`config.mk`:
```
export PLATFORM = sky130hd
export DESIGN_NAME = dhas_mean
export DESIGN_NICKNAME = d
export VERILOG_FILES = /design/src/sv/dhas_pkg.sv /design/src/sv/dhas_mean.sv
export SDC_FILE = /design/constraint.sdc
export NUM_CORES = 1
export LEC_CHECK = 0
export BUFFER_PORTS_ARGS = -buffer_cell sky130_fd_sc_hd__buf_2
export CORE_UTILIZATION = 55
export DETAILED_ROUTE_END_ITERATION = 7
export GPL_ROUTABILITY_DRIVEN = 0
export PLACE_DENSITY = 0.77
export SLEW_MARGIN = 30
export SYNTH_ARGS = -nofsm -noshare
export SYNTH_HDL_FRONTEND = slang
export SYNTH_SLANG_ARGS = --single-unit
```
`constraint.sdc`:
```
create_clock -name clk -period 16.95 [get_ports clk]
set_input_delay 1.695 -clock clk [delete_from_list [all_inputs] [get_ports clk]]
set_output_delay 1.695 -clock clk [all_outputs]
set_load 0.005 [all_outputs]
```
`src/sv/dhas_pkg.sv`:
```
// shared widths, constants and register codes for the 2x2 hole-aware depth smoother
`timescale 1ns / 1ps

package dhas_pkg;

  localparam int DEPTH_W = 16;  // depth sample width
  localparam int ROW_W   = 11;  // out_row width
  localparam int COL_W   = 10;  // out_col width
  localparam int FW_W    = 11;  // frame_width register width
  localparam int FH_W    = 12;  // frame_height register width
  localparam int CFG_W   = 12;  // widest register
  localparam int SUM_W   = 18;  // sum of four depth samples
  localparam int CNT_W   = 3;   // count of nonzero samples, 0..4

  localparam int MAX_WIDTH_DEF  = 1024;
  localparam int MAX_HEIGHT_DEF = 2048;

  localparam logic [FW_W-1:0] FRAME_WIDTH_RST  = FW_W'(640);
  localparam logic [FH_W-1:0] FRAME_HEIGHT_RST = FH_W'(480);

  // floor(s/3) = (s * DIV3_MULT) >> DIV3_SHIFT for every s below 2^19
  localparam int DIV3_MULT_W = 20;
  localparam logic [DIV3_MULT_W-1:0] DIV3_MULT = DIV3_MULT_W'(699051);
  localparam int DIV3_SHIFT = 21;
  localparam int PROD_W = SUM_W + DIV3_MULT_W;

  typedef enum logic [0:0] {
    REG_FRAME_WIDTH  = 1'b0,
    REG_FRAME_HEIGHT = 1'b1
  } reg_index_t;

  // result slots of one input pixel, in emission order
  typedef enum logic [1:0] {
    SLOT_UPPER_LEFT  = 2'd0,  // (r-1, c-1), full 2x2 window
    SLOT_UPPER_EDGE  = 2'd1,  // (r-1, c) on the last column
    SLOT_LOWER_LEFT  = 2'd2,  // (r, c-1) on the last row
    SLOT_LOWER_EDGE  = 2'd3   // (r, c) bottom-right corner
  } slot_t;

  typedef logic [DEPTH_W-1:0] depth_t;

endpackage

```
`src/sv/dhas_mean.sv`:
```
// mean of the nonzero values among four depth samples, sum registered before the divide
`timescale 1ns / 1ps

module dhas_mean (
  input  logic                          clk,
  input  logic                          load,
  input  dhas_pkg::depth_t [3:0]        vals,
  output dhas_pkg::depth_t              mean
);
  import dhas_pkg::*;

  logic [SUM_W-1:0]  sum_c;
  logic [CNT_W-1:0]  cnt_c;
  logic [SUM_W-1:0]  sum_q;
  logic [CNT_W-1:0]  cnt_q;
  logic [PROD_W-1:0] prod;
  logic [SUM_W-1:0]  quot;

  always_comb begin
    sum_c = '0;
    cnt_c = '0;
    for (int k = 0; k < 4; k++) begin
      if (vals[k] != '0) begin
        sum_c = sum_c + SUM_W'(vals[k]);
        cnt_c = cnt_c + CNT_W'(1);
      end
    end
  end

  always_ff @(posedge clk) begin
    if (load) begin
      sum_q <= sum_c;
      cnt_q <= cnt_c;
    end
  end

  // divide by the count: shifts for 1, 2, 4 and a reciprocal multiply for 3
  assign prod = PROD_W'(sum_q) * PROD_W'(DIV3_MULT);

  always_comb begin
    unique case (cnt_q)
      CNT_W'(1): quot = sum_q;
      CNT_W'(2): quot = sum_q >> 1;
      CNT_W'(3): quot = SUM_W'(prod >> DIV3_SHIFT);
      CNT_W'(4): quot = sum_q >> 2;
      default:   quot = '0;
    endcase
  end

  assign mean = quot[DEPTH_W-1:0];

endmodule
```
# --- Word level (Yosys, flattened, before mapping) ---
# Index checks and enable logic that the tools add are counted.
op_classes:
  mul: 1
  eq_ne: 4
  n_mux: 9
  add_sub_neg: 6
  reduce_logical: 4
op_table:
  columns: ["op", "n"]
  rows:
  - ["$pmux 16 s4", 1]
  - ["$reduce_bool 16->1", 4]
  - ["$add 18x16->18", 3]
  - ["$mux 18", 3]
  - ["$mul 18x20->37 const B", 1]
  - ["$mux 16", 1]
  - ["$add 3x1->3 const B", 3]
  - ["$mux 3", 3]
  - ["$eq 3x2->1 const B", 2]
  - ["$eq 3x1->1 const B", 1]
  - ["$eq 3x3->1 const B", 1]
  - ["$mux 1", 1]
word_totals:
  register_bits: 21
  input_bits: 66
  wordCells: 26

# --- Logic depth before layout (Yosys ltp) ---
# Gate-level depths: netlist of the first run.
logic_depth:
  depth_word: 8
  depth_mapped: 29
  mapped_depth_nobuf: 28

# --- Least setup slack after synthesis of the first run ---
# OpenSTA, ideal clock, no wires.
synth_timing:
  path_type: "register -> output"
  startpoint: "register sum_q[5]"
  endpoint: "output port mean[13]"
  setup_slack_ps: 9351
  arrival_ps: 5904
  required_ps: 15255
  path_stages_with_launch: 21
  path_cell_list: "edfxtp_1 -> ha_1 -> fa_1 -> inv_1 -> fa_1 -> inv_1 -> fa_1 -> fa_1 -> inv_1 -> fa_1 -> inv_1 -> ha_1 -> a21o_1 -> a21o_1 -> a21oi_1 -> o211ai_1 -> a221oi_2 -> o211ai_1 -> a31oi_1 -> xor2_1 -> o221ai_1"
synth_between:
  elab_chain_cells: 2
synth_lines:
  columns: ["element", "line_no", "rtl"]
  rows:
  - ["start, declared", "dhas_mean.sv:14", "logic [SUM_W-1:0] sum_q;"]
  - ["start signal, assigned", "dhas_mean.sv:32", "sum_q <= sum_c;"]
  - ["$mul 18x20->37", "dhas_mean.sv:38", "assign prod = PROD_W'(sum_q) * PROD_W'(DIV3_MULT);"]
  - ["$pmux 16 s4", "dhas_mean.sv:41", "unique case (cnt_q)"]
  - ["end, declared", "dhas_mean.sv:8", "output dhas_pkg::depth_t mean"]
# Every way passes these cells.

# --- Worst setup path in the final report of the first run ---
# Same ends and word-level chain as after synthesis.

==> results.md, run 1 <==
- The flow ran to the end, and the final reports show no timing, DRC or antenna violations.
- The critical setup path kind is reg2out.
- For this run, the top clock speed supported by timing is 117.1 MHz.
- The count of flip-flops with a built-in enable after synthesis is 21.
- The total of warnings raised by yosys is 0.
- The sequential fraction of the synthesis area is 0.07296.
- The worst slew margin relative to its limit is 0.5364.
- The floorplan step defined a die boundary enclosing 16220 um2.
- The width of the chip is 127.4 um.
- The count of nets left with antenna violations after detail routing is 0.
- After detailed placement, the total cell area comes to 9225 um2.
- The synthesized design contains 21 register bits.
- The final setup violation count is 0.
- The netlist area before placement is 8643 um2.
- The worst min-delay path endpoint is sum_q[0].
- The synthesized netlist net count is 1312.
- The routed design has 19270 um of wire.
- The die height is 127.4 um.
- 0 antenna diodes ended up in the layout.
- The cell count after synthesis came out at 974.
- The cell depth of the worst hold path is 3.
- The number of top-level pins is 82.
- The kind of end point of the critical path is an output port.
- The worst hold path class is in2reg.
- The count of input and output buffers is 81.
- The commonest cells after synthesis are 181 x sky130_fd_sc_hd__inv_1, 173 x sky130_fd_sc_hd__ha_1, 99 x sky130_fd_sc_hd__fa_1.
- The number of clock sinks is 21.
- The number of hold-repair buffers added at the cts stage is 0.
- The per-instance average area after synthesis is 8.874 um2.
- Entering global routing, the biggest net connects 24 pins.
- The count of instances resized after the clock tree is built is 0.
- The share of synthesized area in the top cell type comes to 0.2504.
- The total overflow left after global routing is 0.
- The start point of the worst min-delay path is vals[48].
- The wire length of the first global-routing pass is 32490 um.
- The unique cell type count in the Yosys netlist is 60.
- The number of placement rows is 45.
- For this block, the via count after detailed routing is 7023.
- Subtracting the final worst setup slack from the clock period gives 8.538 ns.
- The reported max-cap violation count is 0.
- The first TritonRoute pass finished after 5 iterations.
- The number of remaining DRC errors is 0.
- The number of global-route vias before repair is 7198.
- The number of antenna violations at the first check in global routing is 0.
- The initial utilization of the core area, before any placement, comes to 0.5665.
- The hold violation total from the final report is 0.
- The commonest register cell after synthesis is sky130_fd_sc_hd__edfxtp_1.
- After clock tree synthesis, the clock-pin slew on the worst setup and hold paths is 0.05 ns.
- Using the TritonRoute via totals, the vias-per-cell ratio works out to 5.659.
- The number of buffers added by the clock tree synthesis step is 3.
- The maximum level of the CTS H-tree is 1.
- CTS placed an instance of sky130_fd_sc_hd__clkbuf_16 at the clock tree root.
- The maximum buffer depth of the clock tree is 2.
- The standard cell core area is 15260 um2.
- Dividing the detail-routed wire length by the instance count gives 15.53 um.
- Setup repair after global routing left no endpoint under its margin.
- The worst setup path is launched from a flop.
- Dividing the final minimum period by the clock period gives 0.5037.
- The final layout contains 1369 nets.
- Setup total negative slack on the finished layout was measured at 0 ns.
- The total global-route track usage is 0.2488.
- The share of synthesized registers carrying an async set or reset is 0.
- Sorting the synthesized cells by area gives the leading types as sky130_fd_sc_hd__ha_1 25%, sky130_fd_sc_hd__fa_1 23%, sky130_fd_sc_hd__inv_1 7.9%.
- The post-route standard cell area excluding fillers is 9310 um2.
- After the first detailed-routing iteration, the DRC count stood at 337.
- The actual slew at the worst max-slew pin is 0.6933 ns.
- Once detailed placement completed, the half-perimeter wirelength came to 17080 um.
- The number of pins with negative max-slew slack in the final report is 0.
- The hold slack is 1.899 ns.
- Walking the worst path, the cells encountered are ha_1 -> fa_1 -> inv_1 -> fa_1 -> inv_1 -> fa_1 -> fa_1 -> inv_1 -> fa_1 -> inv_1 -> ha_1 -> a21o_1 -> a21o_1 -> a21oi_1 -> o211ai_1 -> a221oi_2 -> o211ai_1 -> a31oi_1 -> xor2_1 -> o221ai_1 -> buf_2.
- The largest stage delay on the critical path is 0.61 ns.
- By instance count, the leading cell after synthesis is sky130_fd_sc_hd__inv_1.
- The most common cell type on the critical path is sky130_fd_sc_hd__fa_1.
- The area growth from synthesis to layout is 7.716%.
- The post-CTS repair timing setup buffer count is 0.
- At the worst endpoint, the arrival time is 6.84 ns.
- The biggest area contributor in the post-synthesis netlist is sky130_fd_sc_hd__ha_1.
- The TritonCTS clock tree is built.
- At the worst endpoint, the required time is 15.25 ns.
- The fraction of layout cells with a size suffix above 1 is 0.1184.
- Of all nets on the critical path, the largest fanout is 6.
- The cell with the largest stage delay on the worst path is sky130_fd_sc_hd__fa_1.
==> kinds of logic (layout without fill, tap and decap cells) <==
group | Yosys count | in the layout | share of synthesized area
buffers and inverters | 214 | 270 | 0.09293
muxes | 22 | 22 | 0.02837
and+or+nand+nor | 164 | 164 | 0.09511
xor gates and xnor gates | 56 | 56 | 0.05675
DFF | 21 | 21 | 0.07296
adders and majority gates | 272 | 272 | 0.4797
AOI/OAI and AO/OA | 225 | 225 | 0.1742
==> cell type report <==
| cell class | instances | area, um2 |
|---|---|---|
| inverters | 182 | 683.2 |
| flip-flops and latches | 21 | 630.6 |
| repair buffers | 84 | 427.9 |
| clock buffers | 4 | 78.83 |
| well taps | 211 | 264.0 |
| multi-input cells | 739 | 7226 |
| fillers | 1308 | 5948 |
==> cells in the final DEF (no fill, tap or decap), types with 16 or more instances in the layout <==
| master | instances |
|---|---|
| sky130_fd_sc_hd__mux2_2 | 20 |
| sky130_fd_sc_hd__xnor2_1 | 27 |
| sky130_fd_sc_hd__ha_1 | 173 |
| sky130_fd_sc_hd__o21a_1 | 16 |
| sky130_fd_sc_hd__xor2_1 | 29 |
| sky130_fd_sc_hd__a21oi_1 | 59 |
| sky130_fd_sc_hd__nor2_1 | 33 |
| sky130_fd_sc_hd__fa_1 | 99 |
| sky130_fd_sc_hd__nor4_1 | 18 |
| sky130_fd_sc_hd__nand2_1 | 48 |
| sky130_fd_sc_hd__a22oi_1 | 16 |
| sky130_fd_sc_hd__buf_2 | 81 |
| sky130_fd_sc_hd__inv_1 | 181 |
| sky130_fd_sc_hd__a21o_1 | 24 |
| sky130_fd_sc_hd__edfxtp_1 | 21 |
| sky130_fd_sc_hd__o21ai_0 | 39 |
==> worst max-delay path by stage <==
stage	startpoint	to	slack [ns]	depth (start not counted)
floorplan	sum_q[5]	mean[13]	9.35	20
global placement	sum_q[5]	mean[13]	8.78	21
detailed placement	sum_q[5]	mean[13]	8.69	21
CTS	sum_q[5]	mean[13]	8.40	21
global route	sum_q[5]	mean[13]	8.07	21
finish	sum_q[5]	mean[13]	8.41	21
==> through the flow <==
step / cells / worst slack [ns] / utilization
2_1_floorplan: 974 / 9.351 / -
3_3_place_gp: 1237 / 8.785 / 0.6043
3_5_place_dp: 1237 / 8.691 / 0.6046
4_1_cts: 1241 / 8.404 / 0.6098
5_1_grt: 1241 / 8.071 / 0.6102
6_report: 1241 / 8.412 / 0.6102
==> worst max-delay path, delay by kind of cell (launching register included) <==
family | cells | cell delay [ns]
adders and majority gates | 7 | 3.52
AOI/OAI and AO/OA | 8 | 1.87
buffers and inverters | 5 | 0.51
DFF | 1 | 0.49
xor gates and xnor gates | 1 | 0.16
==> sequential cells by signal, indices dropped and copies added (netlist names) <==
name / count
cnt_q: 3
sum_q: 18
==> metal layers <==
metal  share of wire  global-route usage  vias up  wire [um]
met5               0                   0        -          0
met1            0.42              0.2957     3349       8018
met3           0.042             0.02261       25        815
li1                -                   -     3480          -
met4           0.023             0.07703        0        445
met2            0.52              0.4709      169       9988
Power of run 1 is not shown: default switching activity piles up to over one toggle a cycle in this logic, so the estimate is an artifact.
==> run 2, diff against run 1 <==
--- a/config.mk
+++ b/config.mk
@@ -9,7 +9,7 @@
 export CORE_UTILIZATION = 55
 export DETAILED_ROUTE_END_ITERATION = 7
 export GPL_ROUTABILITY_DRIVEN = 0
-export PLACE_DENSITY = 0.77
+export PLACE_DENSITY = 0.8
 export SLEW_MARGIN = 30
 export SYNTH_ARGS = -nofsm -noshare
 export SYNTH_HDL_FRONTEND = slang
==> constraint.sdc (replaced) <==
create_clock -name clk -period 7.15 [get_ports clk]
set_input_delay 0.715 -clock clk [delete_from_list [all_inputs] [get_ports clk]]
set_output_delay 0.715 -clock clk [all_outputs]
set_load 0.005 [all_outputs]
==> run 2 against run 1 <==
Effect of this change:
- worst setup slack worse by 8.2 ns
- die area stayed put
- non-clock buffer count is 18 higher
- critical endpoint is now mean[9]
- cell area is 1.9% higher
- routed wire length is 5.4% higher
- global-route usage is 0.97 points higher
- sequential share of layout area is 0.13 points lower
==> results.md, run 2 (same netlist as run 1, synthesis figures left out) <==
- The library cell used as clock root buffer is sky130_fd_sc_hd__clkbuf_16 (unchanged).
- The final-layout fill cell count was 1290 (was 1308).
- The multi-input gate area in the final layout was 7263 um2 (was 7226 um2).
- The share of the core filled with cells is 0.6219 (was 0.6102).
- The clock transition at the registers of the reported paths is 0.05 ns (about the same).
- The wire length of the first global-routing pass is 33710 um (was 32490 um).
- The maximum level of the CTS H-tree was 1 (unchanged).
- The number of DRC violations after detailed-routing iteration 0 is 315 (was 337).
- The cell with the largest stage delay on the worst path is sky130_fd_sc_hd__fa_2 (was sky130_fd_sc_hd__fa_1).
- The number of pins with negative max-slew slack in the final report is 0 (unchanged).
- Cells along the critical path: ha_4 -> fa_1 -> inv_2 -> fa_2 -> inv_4 -> fa_1 -> fa_1 -> inv_1 -> fa_1 -> inv_1 -> ha_4 -> a21o_1 -> a31o_2 -> a221oi_1 -> nand4b_1 -> a31oi_1 -> o21ai_0 -> xnor2_1 -> o21ai_0 -> buf_2 (was ha_1 -> fa_1 -> inv_1 -> fa_1 -> inv_1 -> fa_1 -> fa_1 -> inv_1 -> fa_1 -> inv_1 -> ha_1 -> a21o_1 -> a21o_1 -> a21oi_1 -> o211ai_1 -> a221oi_2 -> o211ai_1 -> a31oi_1 -> xor2_1 -> o221ai_1 -> buf_2).
- The post-synthesis to final-layout area growth is 9.786% (was 7.716%).
- The maximum buffer depth of the clock tree is 2 (unchanged).
- The post-route standard cell area excluding fillers came to 9489 um2 (was 9310 um2).
- The actual slew at the worst max-slew pin is 0.7222 ns (was 0.6933 ns).
- The cell depth of the worst hold path is 3 (unchanged).
- The area taken by flip-flops and latches was 630.6 um2 (unchanged).
- The reported max-cap violation count is 0 (unchanged).
- The half-perimeter wire length after detailed placement is 17750 um (was 17080 um).
- The largest stage delay on the critical path is 0.60 ns (was 0.61 ns).
- The hold violation total from the final report is 0 (unchanged).
- The via density per instance is 5.764 (was 5.659).
- The final wirelength is 20300 um (was 19270 um).
- The number of placement rows is 45 (unchanged).
- The kind of end point of the critical path is an output port (unchanged).
- Derived from the worst setup path, the maximum achievable clock frequency is 143.7 MHz.
- The number of antenna violations at the first check in global routing is 2 (was 0).
- The launch point of the critical path is sum_q[5] (unchanged).
- The data arrival time of the critical path is 6.24 ns (was 6.84 ns).
- The number of top-level pins is 82 (unchanged).
- The number of global-route vias before repair is 7562 (was 7198).
- The count of input and output buffers is 81 (unchanged).
- The total placed instance area came to 9318 um2 (was 9225 um2).
- The worst slew margin relative to its limit is 0.5171 (was 0.5364).
- The worst hold path class is in2reg (unchanged).
- The number of buffers added by the clock tree synthesis step is 3 (unchanged).
- The final setup violation count is 0 (unchanged).
- The worst min-delay path endpoint is sum_q[0] (unchanged).
- Biggest regs: sum_q x18, cnt_q x3 (unchanged).
- The routed length per placed instance is 16.11 um (was 15.53 um).
- The TritonCTS clock tree is built (unchanged).
- The total global-route track usage is 0.2585 (was 0.2488).
- The commonest non-fill, non-tap cell in the layout is sky130_fd_sc_hd__inv_1 (unchanged).
- The effective utilization at floorplan is 0.5665 (unchanged).
- The die height is 127.4 um (unchanged).
- The most common cell type on the critical path is sky130_fd_sc_hd__fa_1 (unchanged).
- The critical setup path kind is reg2out (unchanged).
- The detailed-routing iteration count for the pre-antenna-repair pass is 5 (unchanged).
- The kind of start point of the critical path is a flop (unchanged).
- The area of the die is 16220 um2 (unchanged).
- The count of nets left with antenna violations after detail routing is 0 (unchanged).
- The width of the chip was 127.4 um (unchanged).
- The standard cell core area is 15260 um2 (unchanged).
- The worst endpoint required time is 6.43 ns (was 15.25 ns).
- The number of vias after detailed routing was 7263 (was 7023).
- The number of clock sinks is 21 (unchanged).
- The start point of the worst min-delay path is vals[48] (unchanged).
- The final layout net count came to 1387 (was 1369).
- The fraction of layout cells with a size suffix above 1 came to 0.1422 (was 0.1184).
- The number of hold-repair buffers added at the cts stage is 0 (unchanged).
- The number of remaining DRC errors is 0 (unchanged).
- Result of the run: finished, final reports clean (unchanged).
- The register with the most flip-flops is sum_q (unchanged).
- Of the available clock period, the critical path in the final layout requires 0.9732.
- The global-route congestion overflow total is 0 (unchanged).
- The largest net degree at the start of global routing is 27 (was 24).
- The largest fanout on the critical path came to 4 (was 6).
- The flip-flop count of the largest register after layout is 18 (unchanged).
- The minimum clock period is 6.958 ns.
- Top library cells by usage in the layout, fill and taps aside: 179 x sky130_fd_sc_hd__inv_1, 170 x sky130_fd_sc_hd__ha_1, 96 x sky130_fd_sc_hd__fa_1 (was 181 x sky130_fd_sc_hd__inv_1, 173 x sky130_fd_sc_hd__ha_1, 99 x sky130_fd_sc_hd__fa_1).
run 2: changes by cell type in the layout (fill, tap and decap cells not counted), sizes merged:
| cell | previous run | this run |
|---|---|---|
| buf | 84 | 102 |
| clkinv | 1 | 2 |
| clkbuf | 4 | 3 |
| diode | 0 | 1 |
run 2: per-stage QoR:
step,std cells,TNS (ns),hold slack (ns),setup slack [ns]
2_1_floorplan,974,0,0.8275,0.5314
3_5_place_dp,1250,0,1.176,0.07671
6_report,1260,0,0.9106,0.1916
5_1_grt,1260,-0.01112,0.9351,-0.01112
3_3_place_gp,1250,0,1.172,0.2217
4_1_cts,1255,0,0.9105,0.02052
run 2: timing repair:
action / 4_1_cts / 5_1_grt
resized for setup: 2 / 9
buffers inserted: 1 / 4
pin swaps: 3 / 10
setup endpoints to repair: 9 / 10
run 2: layout make-up:
class | count | share of cell area
Antenna cell | 1 | 0.0002637
Clock inverter | 1 | 0.0005274
Sequential cell | 21 | 0.06646
Clock buffer | 3 | 0.007911
Timing Repair Buffer | 102 | 0.05934
Multi-Input combinational cell | 739 | 0.7654
Tap cell | 211 | 0.02782
Inverter | 182 | 0.07226
run 2: critical path, delay by kind of cell (launching register included):
family / cells / cell delay (ns)
AO/OA/AOI/OAI: 6 / 1.52
XOR/XNOR: 1 / 0.14
AND/OR/NAND/NOR: 1 / 0.18
adder cells (fa/ha/maj): 7 / 3.26
flip-flops: 1 / 0.44
buffers and inverters: 5 / 0.42
run 2: metal layers:
layer  global-route usage  wire length, um
met1               0.3045             8217
met2               0.4738            10280
met3              0.02806             1002
met4               0.1134              786
met5                    0               10
run 2: worst max-delay path by stage:
stage                     slack (ns)       end
after floorplan                 0.53  mean[13]
after CTS                       0.02  mean[11]
after global routing           -0.01  mean[13]
after global placement          0.22  mean[13]
after detailed placement        0.08  mean[13]
final                           0.19   mean[9]
Power of run 2 is left out for the same reason.
